`src/design/pti_pkg.sv`:
```
// Package for the pair-to-index table: widths, opcodes, defaults and the
// sequencer state type. No dependencies; every other file but pti_ram uses it.
`timescale 1ns / 1ps
`default_nettype none

package pti_pkg;

  // Widths of the beat fields at the ports.
  localparam int ID_IN_W = 16;
  localparam int DV_W    = 8;

  // Default configuration of the table.
  localparam int ENTRIES_DEF  = 256;
  localparam int ID_WIDTH_DEF = 16;

  // Request opcodes.
  localparam logic OP_LOOKUP_INSERT = 1'b0;
  localparam logic OP_FIND_ONLY     = 1'b1;

  // Sequencer states.
  typedef enum logic [1:0] {
    ST_IDLE,
    ST_SEARCH,
    ST_DONE
  } seq_state_e;

endpackage : pti_pkg

`default_nettype wire

```
`src/design/pti_if.sv`:
```
// Valid/ready channel interfaces for the request and result beats.
// Depends on pti_pkg for the field widths.
`timescale 1ns / 1ps
`default_nettype none

interface pti_in_if;
  logic                       valid;
  logic                       ready;
  logic                       opcode;
  logic [pti_pkg::ID_IN_W-1:0] press_id;
  logic [pti_pkg::ID_IN_W-1:0] release_id;

  modport source (output valid, input ready, output opcode, output press_id,
                  output release_id);
  modport sink   (input valid, output ready, input opcode, input press_id,
                  input release_id);
endinterface : pti_in_if

interface pti_out_if;
  logic                     valid;
  logic                     ready;
  logic [pti_pkg::DV_W-1:0] drawing_value;
  logic                     table_full;

  modport source (output valid, input ready, output drawing_value,
                  output table_full);
  modport sink   (input valid, output ready, input drawing_value,
                  input table_full);
endinterface : pti_out_if

`default_nettype wire

```
`src/design/pti_seq.sv`:
```
// Search sequencer: walks the stored pairs through the RAM read port with
// one shared comparator, appends on a lookup-or-insert miss and holds the result register.
// Depends on pti_pkg and on the channel interfaces in pti_if.sv.
`timescale 1ns / 1ps
`default_nettype none

module pti_seq #(
  parameter int ENTRIES  = pti_pkg::ENTRIES_DEF,
  parameter int ID_WIDTH = pti_pkg::ID_WIDTH_DEF
) (
  input  wire logic                        clk_i,
  input  wire logic                        rst_ni,
  pti_in_if.sink                           in_i,
  pti_out_if.source                        out_o,
  output logic                             ram_we_o,
  output logic [$clog2(ENTRIES)-1:0]       ram_waddr_o,
  output logic [2*ID_WIDTH-1:0]            ram_wdata_o,
  output logic [$clog2(ENTRIES)-1:0]       ram_raddr_o,
  input  wire logic [2*ID_WIDTH-1:0]       ram_rdata_i
);

  localparam int IW   = $clog2(ENTRIES);
  localparam int InW  = pti_pkg::ID_IN_W;
  localparam int ExtW = (ID_WIDTH > InW) ? ID_WIDTH : InW;
  localparam int DvW  = pti_pkg::DV_W;
  localparam logic [IW-1:0] LastIdx = IW'(ENTRIES - 1);

  pti_pkg::seq_state_e state_q, state_d;

  logic                op_q;
  logic [ID_WIDTH-1:0] press_q, release_q;
  logic [IW-1:0]       idx_q, cmp_idx_q, count_q, res_val_q;
  logic                cmp_vld_q, res_full_q;
  logic                out_valid_q, out_full_q;
  logic [DvW-1:0]      out_val_q;

  logic [ExtW-1:0]     press_ext, release_ext;
  logic [ID_WIDTH-1:0] press_in, release_in;
  logic                zero_pair, hit, miss, room;

  // Control decoded from the state.
  logic ld_item, iss, fin_hit, fin_miss, ld_out;

  assign press_ext   = ExtW'(in_i.press_id);
  assign release_ext = ExtW'(in_i.release_id);
  assign press_in    = press_ext[ID_WIDTH-1:0];
  assign release_in  = release_ext[ID_WIDTH-1:0];
  assign zero_pair   = (press_in == '0) && (release_in == '0);

  // The shared comparator looks at the word read in the previous cycle.
  assign hit  = cmp_vld_q && (ram_rdata_i == {press_q, release_q});
  assign miss = (cmp_vld_q && !hit && (cmp_idx_q == count_q)) ||
                (!cmp_vld_q && (idx_q > count_q));
  assign room = (count_q != LastIdx);

  always_comb begin
    state_d = state_q;
    case (state_q)
      pti_pkg::ST_IDLE: begin
        if (in_i.valid) begin
          state_d = zero_pair ? pti_pkg::ST_DONE : pti_pkg::ST_SEARCH;
        end
      end
      pti_pkg::ST_SEARCH: begin
        if (hit || miss) begin
          state_d = pti_pkg::ST_DONE;
        end
      end
      pti_pkg::ST_DONE: begin
        if (!out_valid_q || out_o.ready) begin
          state_d = pti_pkg::ST_IDLE;
        end
      end
      default: state_d = pti_pkg::ST_IDLE;
    endcase
  end

  always_comb begin
    in_i.ready = 1'b0;
    ld_item    = 1'b0;
    iss        = 1'b0;
    fin_hit    = 1'b0;
    fin_miss   = 1'b0;
    ld_out     = 1'b0;
    case (state_q)
      pti_pkg::ST_IDLE: begin
        in_i.ready = 1'b1;
        ld_item    = in_i.valid;
      end
      pti_pkg::ST_SEARCH: begin
        fin_hit  = hit;
        fin_miss = miss;
        iss      = !(hit || miss) && (idx_q <= count_q);
      end
      pti_pkg::ST_DONE: begin
        ld_out = !out_valid_q || out_o.ready;
      end
      default: begin
        in_i.ready = 1'b0;
      end
    endcase
  end

  assign ram_raddr_o = idx_q;
  assign ram_we_o    = fin_miss && (op_q == pti_pkg::OP_LOOKUP_INSERT) && room;
  assign ram_waddr_o = count_q + IW'(1);
  assign ram_wdata_o = {press_q, release_q};

  always_ff @(posedge clk_i or negedge rst_ni) begin
    if (!rst_ni) begin
      state_q     <= pti_pkg::ST_IDLE;
      count_q     <= '0;
      cmp_vld_q   <= 1'b0;
      out_valid_q <= 1'b0;
    end else begin
      state_q   <= state_d;
      cmp_vld_q <= iss;
      if (ram_we_o) begin
        count_q <= count_q + IW'(1);
      end
      if (ld_out) begin
        out_valid_q <= 1'b1;
      end else if (out_o.ready) begin
        out_valid_q <= 1'b0;
      end
    end
  end

  always_ff @(posedge clk_i) begin
    if (ld_item) begin
      op_q       <= in_i.opcode;
      press_q    <= press_in;
      release_q  <= release_in;
      idx_q      <= IW'(1);
      res_val_q  <= '0;
      res_full_q <= 1'b0;
    end else if (iss && (idx_q != count_q)) begin
      idx_q <= idx_q + IW'(1);
    end
    cmp_idx_q <= idx_q;
    if (fin_hit) begin
      res_val_q  <= cmp_idx_q;
      res_full_q <= 1'b0;
    end else if (fin_miss) begin
      if (op_q == pti_pkg::OP_FIND_ONLY) begin
        res_val_q  <= '0;
        res_full_q <= 1'b0;
      end else if (!room) begin
        res_val_q  <= '0;
        res_full_q <= 1'b1;
      end else begin
        res_val_q  <= count_q + IW'(1);
        res_full_q <= 1'b0;
      end
    end
    if (ld_out) begin
      out_val_q  <= DvW'(res_val_q);
      out_full_q <= res_full_q;
    end
  end

  assign out_o.valid         = out_valid_q;
  assign out_o.drawing_value = out_val_q;
  assign out_o.table_full    = out_full_q;

endmodule : pti_seq

`default_nettype wire

```
`src/flat_wrapper.sv`:
```
// flat-port wrapper written by rule: the top's interface ports become plain ports
module pti_seq_flat 
#(
  parameter int ENTRIES  = pti_pkg::ENTRIES_DEF,
  parameter int ID_WIDTH = pti_pkg::ID_WIDTH_DEF
)
  (clk_i, rst_ni, ram_we_o, ram_waddr_o, ram_wdata_o, ram_raddr_o, ram_rdata_i, in_i_valid, in_i_ready, in_i_opcode, in_i_press_id, in_i_release_id, out_o_valid, out_o_ready, out_o_drawing_value, out_o_table_full);
  pti_in_if in_i_i ();
  pti_out_if out_o_i ();
  input  wire logic clk_i;
  input  wire logic rst_ni;
  output logic ram_we_o;
  output logic [$clog2(ENTRIES)-1:0] ram_waddr_o;
  output logic [2*ID_WIDTH-1:0] ram_wdata_o;
  output logic [$clog2(ENTRIES)-1:0] ram_raddr_o;
  input  wire logic [2*ID_WIDTH-1:0] ram_rdata_i;
  input wire logic [$bits(in_i_i.valid)-1:0] in_i_valid;
  output wire logic [$bits(in_i_i.ready)-1:0] in_i_ready;
  input wire logic [$bits(in_i_i.opcode)-1:0] in_i_opcode;
  input wire logic [$bits(in_i_i.press_id)-1:0] in_i_press_id;
  input wire logic [$bits(in_i_i.release_id)-1:0] in_i_release_id;
  output wire logic [$bits(out_o_i.valid)-1:0] out_o_valid;
  input wire logic [$bits(out_o_i.ready)-1:0] out_o_ready;
  output wire logic [$bits(out_o_i.drawing_value)-1:0] out_o_drawing_value;
  output wire logic [$bits(out_o_i.table_full)-1:0] out_o_table_full;
  assign in_i_i.valid = in_i_valid;
  assign in_i_ready = in_i_i.ready;
  assign in_i_i.opcode = in_i_opcode;
  assign in_i_i.press_id = in_i_press_id;
  assign in_i_i.release_id = in_i_release_id;
  assign out_o_valid = out_o_i.valid;
  assign out_o_i.ready = out_o_ready;
  assign out_o_drawing_value = out_o_i.drawing_value;
  assign out_o_table_full = out_o_i.table_full;
  pti_seq #(.ENTRIES(ENTRIES), .ID_WIDTH(ID_WIDTH)) u_core (.clk_i(clk_i), .rst_ni(rst_ni), .in_i(in_i_i), .out_o(out_o_i), .ram_we_o(ram_we_o), .ram_waddr_o(ram_waddr_o), .ram_wdata_o(ram_wdata_o), .ram_raddr_o(ram_raddr_o), .ram_rdata_i(ram_rdata_i));
endmodule
```
`config.mk`:
```
export PLATFORM = sky130hd
export DESIGN_NAME = pti_seq_flat
export DESIGN_NICKNAME = d
export VERILOG_FILES = /design/src/design/pti_pkg.sv /design/src/design/pti_if.sv /design/src/design/pti_seq.sv /design/src/flat_wrapper.sv
export SDC_FILE = /design/constraint.sdc
export NUM_CORES = 1
export LEC_CHECK = 0
export ABC_AREA = 0
export BUFFER_PORTS_ARGS = -buffer_cell sky130_fd_sc_hd__buf_4
export CAP_MARGIN = 10
export CORE_UTILIZATION = 45
export CTS_CLUSTER_SIZE = 20
export DETAILED_ROUTE_END_ITERATION = 6
export GPL_TIMING_DRIVEN = 0
export PLACE_DENSITY = 0.76
export SETUP_SLACK_MARGIN = 0.1
export SLEW_MARGIN = 20
export SYNTH_ARGS = -nofsm -noshare
export SYNTH_HDL_FRONTEND = slang
export SYNTH_SLANG_ARGS = --single-unit
```
`constraint.sdc`:
```
create_clock -name clk_i -period 2.17 [get_ports clk_i]
set_input_delay 0.3255 -clock clk_i [delete_from_list [all_inputs] [get_ports clk_i]]
set_output_delay 0.3255 -clock clk_i [all_outputs]
set_load 0.005 [all_outputs]
```
# Word level (Yosys, flattened, before mapping)
# Index checks and enable logic that the tools add are counted.
op_classes:
  n_reduce_logical: 23
  n_mux: 22
  eq_ne: 9
  addsub: 2
  bitwise_logic: 1
  n_lt_le_gt_ge: 2
op_table:
  columns: ["operator", "n"]
  rows:
  - ["$mux 8", 5]
  - ["$eq 32x32->1", 1]
  - ["$logic_not 16->1", 2]
  - ["$add 8x1->8 const B", 2]
  - ["$mux 1", 12]
  - ["$logic_and 1x1->1", 9]
  - ["$eq 8x8->1", 1]
  - ["$gt 8x8->1", 1]
  - ["$le 8x8->1", 1]
  - ["$mux 2", 4]
  - ["$ne 8x8->1", 1]
  - ["$ne 8x8->1 const B", 1]
  - ["$pmux 2 s3", 1]
  - ["$logic_not 1->1", 4]
  - ["$ne 2x1->1 const B", 2]
  - ["$reduce_bool 2->1", 2]
  - ["$logic_or 1x1->1", 3]
  - ["$reduce_and 3->1", 1]
  - ["$reduce_bool 3->1", 1]
  - ["$eq 2x1->1 const B", 1]
  - ["$eq 2x2->1 const B", 1]
  - ["$logic_not 2->1", 1]
  - ["$ne 2x2->1 const B", 1]
  - ["$not 1->1", 1]
word_totals:
  output_inout_bits: 60
  inputBits: 69
  reg_bits: 79
  elab_cells: 72

# Logic depth before layout (Yosys ltp)
depth:
  depth_word: 11
  mapped_depth: 10
  ltp_nobuf: 9

# Least setup slack after synthesis
# No wires, ideal clock.
synth_path:
  path_type: "register to register"
  start: "register u_core.count_q[7]"
  end: "register u_core.res_val_q[0], enable pin"
  synth_period_minus_slack_ns: 2.306
  path_stages_with_launch: 9
  arrival_ns: 1.977
  required_time_ns: 1.841
  setup_time_ns: 0.329
  n_path_buf: 0
  slack_ns: -0.136
  cell_sequence: "dfrtp_1 inv_1 ha_1 nand2_1 o21ai_0 nor2_1 o311ai_2 nand2b_2 nand2_1"
synth_between:
  elab_chain_cells: 5
  elab_cells_between_ends: 7
  classes_between: "1 x order compare; 1 x eq/ne; 1 x mux; 4 x reduce/logical"
synth_rtl:
  columns: ["item", "line", "rtl"]
  rows:
  - ["start: declaration", "pti_seq.sv:32", "logic [IW-1:0] idx_q, cmp_idx_q, count_q, res_val_q;"]
  - ["start signal: assignment", "pti_seq.sv:119", "count_q <= count_q + IW'(1);"]
  - ["$gt 8x8->1 / $eq 8x8->1 (equally long branches)", "pti_seq.sv:53, pti_seq.sv:52", null]
  - ["$logic_and 1x1->1, on equally long branches", "pti_seq.sv:53, pti_seq.sv:52", null]
  - ["$logic_or 1x1->1 (*)", "pti_seq.sv:52", "assign miss = (cmp_vld_q && !hit && (cmp_idx_q == count_q)) ||"]
  - ["$mux 1 (*)", "pti_seq.sv:85", "case (state_q)"]
  - ["$reduce_bool 3->1 (no source line) (*)", null, null]
  - ["end signal: assignment", "pti_seq.sv:142", "res_val_q <= cmp_idx_q;"]
  - ["end signal: assignment", "pti_seq.sv:152", "res_val_q <= count_q + IW'(1);"]
  - ["end: declaration", "pti_seq.sv:32", null]
# Mark *: on every way between the ends. The rest lies on a longest branch, timed or not.
# A chain may end at the register's enable or synchronous reset.

# Worst setup path after layout
layout_path:
  start: "register u_core.count_q[1]"
  end: "output port ram_we_o"
layout_between:
  elab_chain_cells: 6
  elab_cells_between_ends: 9
  classes_between: "1 x order compare; 2 x eq/ne; 1 x mux; 5 x reduce/logical"
layout_rtl:
  columns: ["item", "line", "rtl"]
  rows:
  - ["$gt 8x8->1 / $eq 8x8->1 (equally long branches)", "pti_seq.sv:53, pti_seq.sv:52", null]
  - ["$logic_and 1x1->1, on equally long branches", "pti_seq.sv:53, pti_seq.sv:52", null]
  - ["$logic_or 1x1->1", "pti_seq.sv:52", null]
  - ["$mux 1", "pti_seq.sv:85", null]
  - ["$logic_and 1x1->1", "pti_seq.sv:105", "assign ram_we_o = fin_miss && (op_q == pti_pkg::OP_LOOKUP_INSERT) && room;"]
  - ["$logic_and 1x1->1 (*)", "pti_seq.sv:105", null]
  - ["end: declaration", "flat_wrapper.sv:12", "output logic ram_we_o;"]
# Marked as above.

==> results_tabular.tex <==
\begin{tabular}{lr}
\hline
Metric & Value \\
\hline
\multicolumn{2}{l}{\textbf{Synth}} \\
Yosys reg bits & 79 \\
Syn Std Cell Area & 3530 um2 \\
Number of distinct library cell variants in the gate-level netlist after synthesis & 40 \\
Synthesized net count & 352 \\
Average cell area after synthesis & 12.9 um2 \\
Number of synthesized flops with an enable pin & 50 \\
Sequential cell area fraction in the yosys report & 0.607 \\
Synthesized instance count & around 270 \\
Synth warnings & 0 \\
Async S/R FF share, synth & 0.152 \\
Main flop type after synthesis & sky130\_fd\_sc\_hd\_\_edfxtp\_1 \\
\multicolumn{2}{l}{\textbf{Floorplanning}} \\
Area of the placeable core & $\sim$7400 um2 \\
Starting Density & 0.476 \\
Overall die area & 8200 um2 \\
I/O pin cnt & 129 \\
Standard-cell rows & 31 \\
Horizontal extent of the die & slightly above 90 um \\
Vert. Die Dim & 90.6 um \\
\multicolumn{2}{l}{\textbf{Worst setup path}} \\
R2R depth & 11 \\
Slowest stage cell, crit path & sky130\_fd\_sc\_hd\_\_dfrtp\_1 \\
Category of the most critical setup path & flop to output pin \\
Cell type group with the largest total delay on the critical path & compound AO/OA/AOI/OAI gates \\
CP Launch Type & flop \\
Data arrival time of the critical path & 2.31 ns \\
Capture instance of the worst register-to-register path & u\_core.ram\_raddr\_o[5] \\
Endpoint class of the critical path & output pin \\
Largest incremental delay on the critical path & 0.42 ns \\
Crit path required time & 1.84 ns \\
Worst reg2reg startpoint & u\_core.count\_q[1] \\
Worst setup startpoint & u\_core.count\_q[1] \\
Highest net fanout along the worst path & 2 \\
Crit-path cells & inv\_2, ha\_4, nor2b\_1, o211ai\_1, a21oi\_2, o211ai\_1, a21oi\_4, buf\_6, buf\_6 \\
FF-to-FF setup slack & -0.41 ns \\
Count of buffering cells on the critical path with inverters included & 3 \\
\multicolumn{2}{l}{\textbf{STA}} \\
Relative slew slack & 0.538 \\
FMAX & 0.380 GHz \\
RSZ-0062 raised after global routing & yes \\
Final Hold Fails & 0 \\
Number of slew-limit violations in the final report & 0 \\
Actual slew at the worst max-slew pin & roughly 0.69 ns \\
Post-layout min period & 2.63 ns \\
Setup violation total in the final timing report & 35 \\
Worst clock skew & around 0.014 ns \\
Share of the clock period used by the worst path after layout & 1.21 \\
Sum of negative setup slack & -5.84 ns \\
Final worst setup slack & -0.465 ns \\
\multicolumn{2}{l}{\textbf{Run status}} \\
Violations in the final reports & setup timing \\
Result of the run & complete, but fails checks \\
\multicolumn{2}{l}{\textbf{Power}} \\
Pwr per Cell Area & 707 nW/um2 \\
Post-layout power & approximately 3800 uW \\
Pleak & 0.00226 uW \\
Worst ir drop on vdd & about 0.46 mV \\
\multicolumn{2}{l}{\textbf{Routing}} \\
Average wire per standard cell & approximately 19 um \\
Number of antenna-violating nets in the routed design & 0 \\
Vias per Instance & roughly 5.4 \\
Number of remaining DRC errors & 0 \\
Detailed Route Iter0 Violations & 168 \\
Via count & approximately 3000 \\
Aggregate routed wire length & 10400 um \\
Number of iterations in the first detailed-routing pass & 5 \\
\multicolumn{2}{l}{\textbf{CTS}} \\
CTS H-tree lvls & 3 \\
CTS max path bufs & 2 \\
Clock tree sinks & between 70 and 80 \\
Total CTS buffers & 9 \\
Clock Pin Slew Worst Setup and Hold Paths & 0.09 ns \\
TritonCTS clock tree & yes \\
Clock latency at the later pin of the worst-skew pair & around 0.37 ns \\
CTS root buffer & sky130\_fd\_sc\_hd\_\_clkbuf\_8 \\
\multicolumn{2}{l}{\textbf{Global routing}} \\
Number of antenna violations at the first check in global routing & 0 \\
Overall overflow remaining after global route & 0 \\
Pin count of the biggest net entering global routing & 38 \\
Global-route wire length before repair & 14700 um \\
Total global routing track utilization & 0.236 \\
Via count of the first global-routing pass & 2970 \\
\multicolumn{2}{l}{\textbf{Worst hold path}} \\
Endpoint of the worst hold path & u\_core.press\_q[3] \\
Number of cells traversed by the worst hold path & 1 \\
Worst min-delay path startpoint & in\_i\_press\_id[3] \\
Hold crit path type & primary input to flop \\
\multicolumn{2}{l}{\textbf{Cells and area}} \\
Footprint of the multi-input gates & 1630 um2 \\
Footprint of the flip-flops and latches & 2150 um2 \\
Final core occ & 0.734 \\
Antenna diodes & 0 \\
Final net count & 529 \\
Layout-stage area growth over the synthesis result & 54.1\% \\
Layout filler cell count & 469 \\
Fraction of layout cells with a size suffix above 1 & 0.538 \\
Count of placed standard cells in the final layout, fillers left out & 554 \\
\multicolumn{2}{l}{\textbf{Run}} \\
Max Cap Viol & 0 \\
\multicolumn{2}{l}{\textbf{Placed design}} \\
Number of cells after detailed placement & 500 \\
I/O Buffers & around 130 \\
RePlAce Congestion & 0.902 \\
Detailed Place HPWL & 6740 um \\
\hline
\end{tabular}
worst max path at each step:
stage	endpoint	slack [ns]	depth (start not counted)
2_1_floorplan	u_core.ram_raddr_o[6]	0.08	9
3_3_place_gp	ram_we_o	-0.23	8
3_5_place_dp	ram_we_o	-0.29	8
4_1_cts	ram_we_o	-0.37	7
5_1_grt	ram_we_o	-0.53	9
6_report	ram_we_o	-0.46	9
layout by cell type, fill, tap and decap left out, drive strengths merged, types with 2 or more instances in the layout:
cell type / instances
a21oi: 7
a22o: 6
and3: 4
buf: 167
clkbuf: 9
clkinv: 2
clkinvlp: 2
dfrtp: 12
dfxtp: 17
edfxtp: 50
ha: 10
inv: 18
nand2: 17
nand2b: 3
nand3: 5
nand4: 9
nor2: 11
nor2b: 2
nor3: 3
nor4: 18
o211ai: 6
o21a: 2
o21ai: 5
o22ai: 2
o31ai: 4
or3: 3
xnor2: 19
xor2: 34
power by group:
group	switching, uW	internal, uW	leakage (uW)
clock network	586	427	0.0000866
registers	196	1760	0.000741
logic	411	462	0.00144
total	1190	2650	0.00226
state kept, by name, indices dropped and copies added (netlist names), 2 cells and up:
signal	cells
u_core.press_q	16
u_core.release_q	16
u_core.ram_raddr_o	8
u_core.cmp_idx_q	8
u_core.res_val_q	8
u_core.out_o.drawing_value	8
u_core.count_q	8
u_core.state_q	2
layout make-up:
type,instances,area share
sequential,79,0.396
multi-input combinational,177,0.300
timing repair buffer,166,0.234
clock buffer,9,0.0228
tap,99,0.0228
inverter,15,0.0108
clock inverter,7,0.0101
buffer,2,0.00414
cell usage after synthesis, types with 3 or more instances:
| cell | number | area [um2] |
|---|---|---|
| sky130_fd_sc_hd__dfxtp_1 | 17 | 340 |
| sky130_fd_sc_hd__ha_1 | 10 | 125 |
| sky130_fd_sc_hd__xor2_1 | 34 | 298 |
| sky130_fd_sc_hd__a22o_1 | 6 | 52.6 |
| sky130_fd_sc_hd__xnor2_1 | 19 | 166 |
| sky130_fd_sc_hd__inv_1 | 15 | 56.3 |
| sky130_fd_sc_hd__nor3_1 | 3 | 15.0 |
| sky130_fd_sc_hd__a21oi_1 | 7 | 35.0 |
| sky130_fd_sc_hd__edfxtp_1 | 50 | 1500 |
| sky130_fd_sc_hd__o211ai_1 | 6 | 45.0 |
| sky130_fd_sc_hd__nand4_1 | 9 | 56.3 |
| sky130_fd_sc_hd__nor2_1 | 10 | 37.5 |
| sky130_fd_sc_hd__o21ai_0 | 4 | 20.0 |
| sky130_fd_sc_hd__o31ai_1 | 4 | 30.0 |
| sky130_fd_sc_hd__nand2_1 | 16 | 60.1 |
| sky130_fd_sc_hd__dfrtp_1 | 12 | 300 |
| sky130_fd_sc_hd__nor4_1 | 16 | 100 |
| sky130_fd_sc_hd__nand3_1 | 5 | 25.0 |
kinds of logic after synthesis:
kind of cell / synth area share
mux: 0.00284
fa+ha+maj: 0.0355
flops: 0.607
simple gates: 0.129
compound gates: 0.0734
xor+xnor: 0.132
buf+inv: 0.0206
layer usage:
metal,part of all wire,track usage,wire length [um]
met1,0.37,0.273,3860
met2,0.55,0.416,5660
met3,0.057,0.0572,586
met4,0.025,0.0968,257
met5,0,0,0
metrics by stage:
stage	setup slack (ns)	hold slack [ns]	area (um2)
final	-0.465	0.140	5440
after global routing	-0.528	0.127	5440
after CTS	-0.372	0.137	5160
after detailed placement	-0.287	0.192	4640
after global placement	-0.230	0.186	4640
after floorplan	0.0776	0.0299	3560
repair_timing:
action	CTS	global route
pin swaps	25	24
setup endpoints to repair	39	73
hold buffers	1	0
gates resized for setup	39	28
buffers inserted	18	21
endpoints found under the hold margin	12	0
Power figures use the tool's default switching activity.
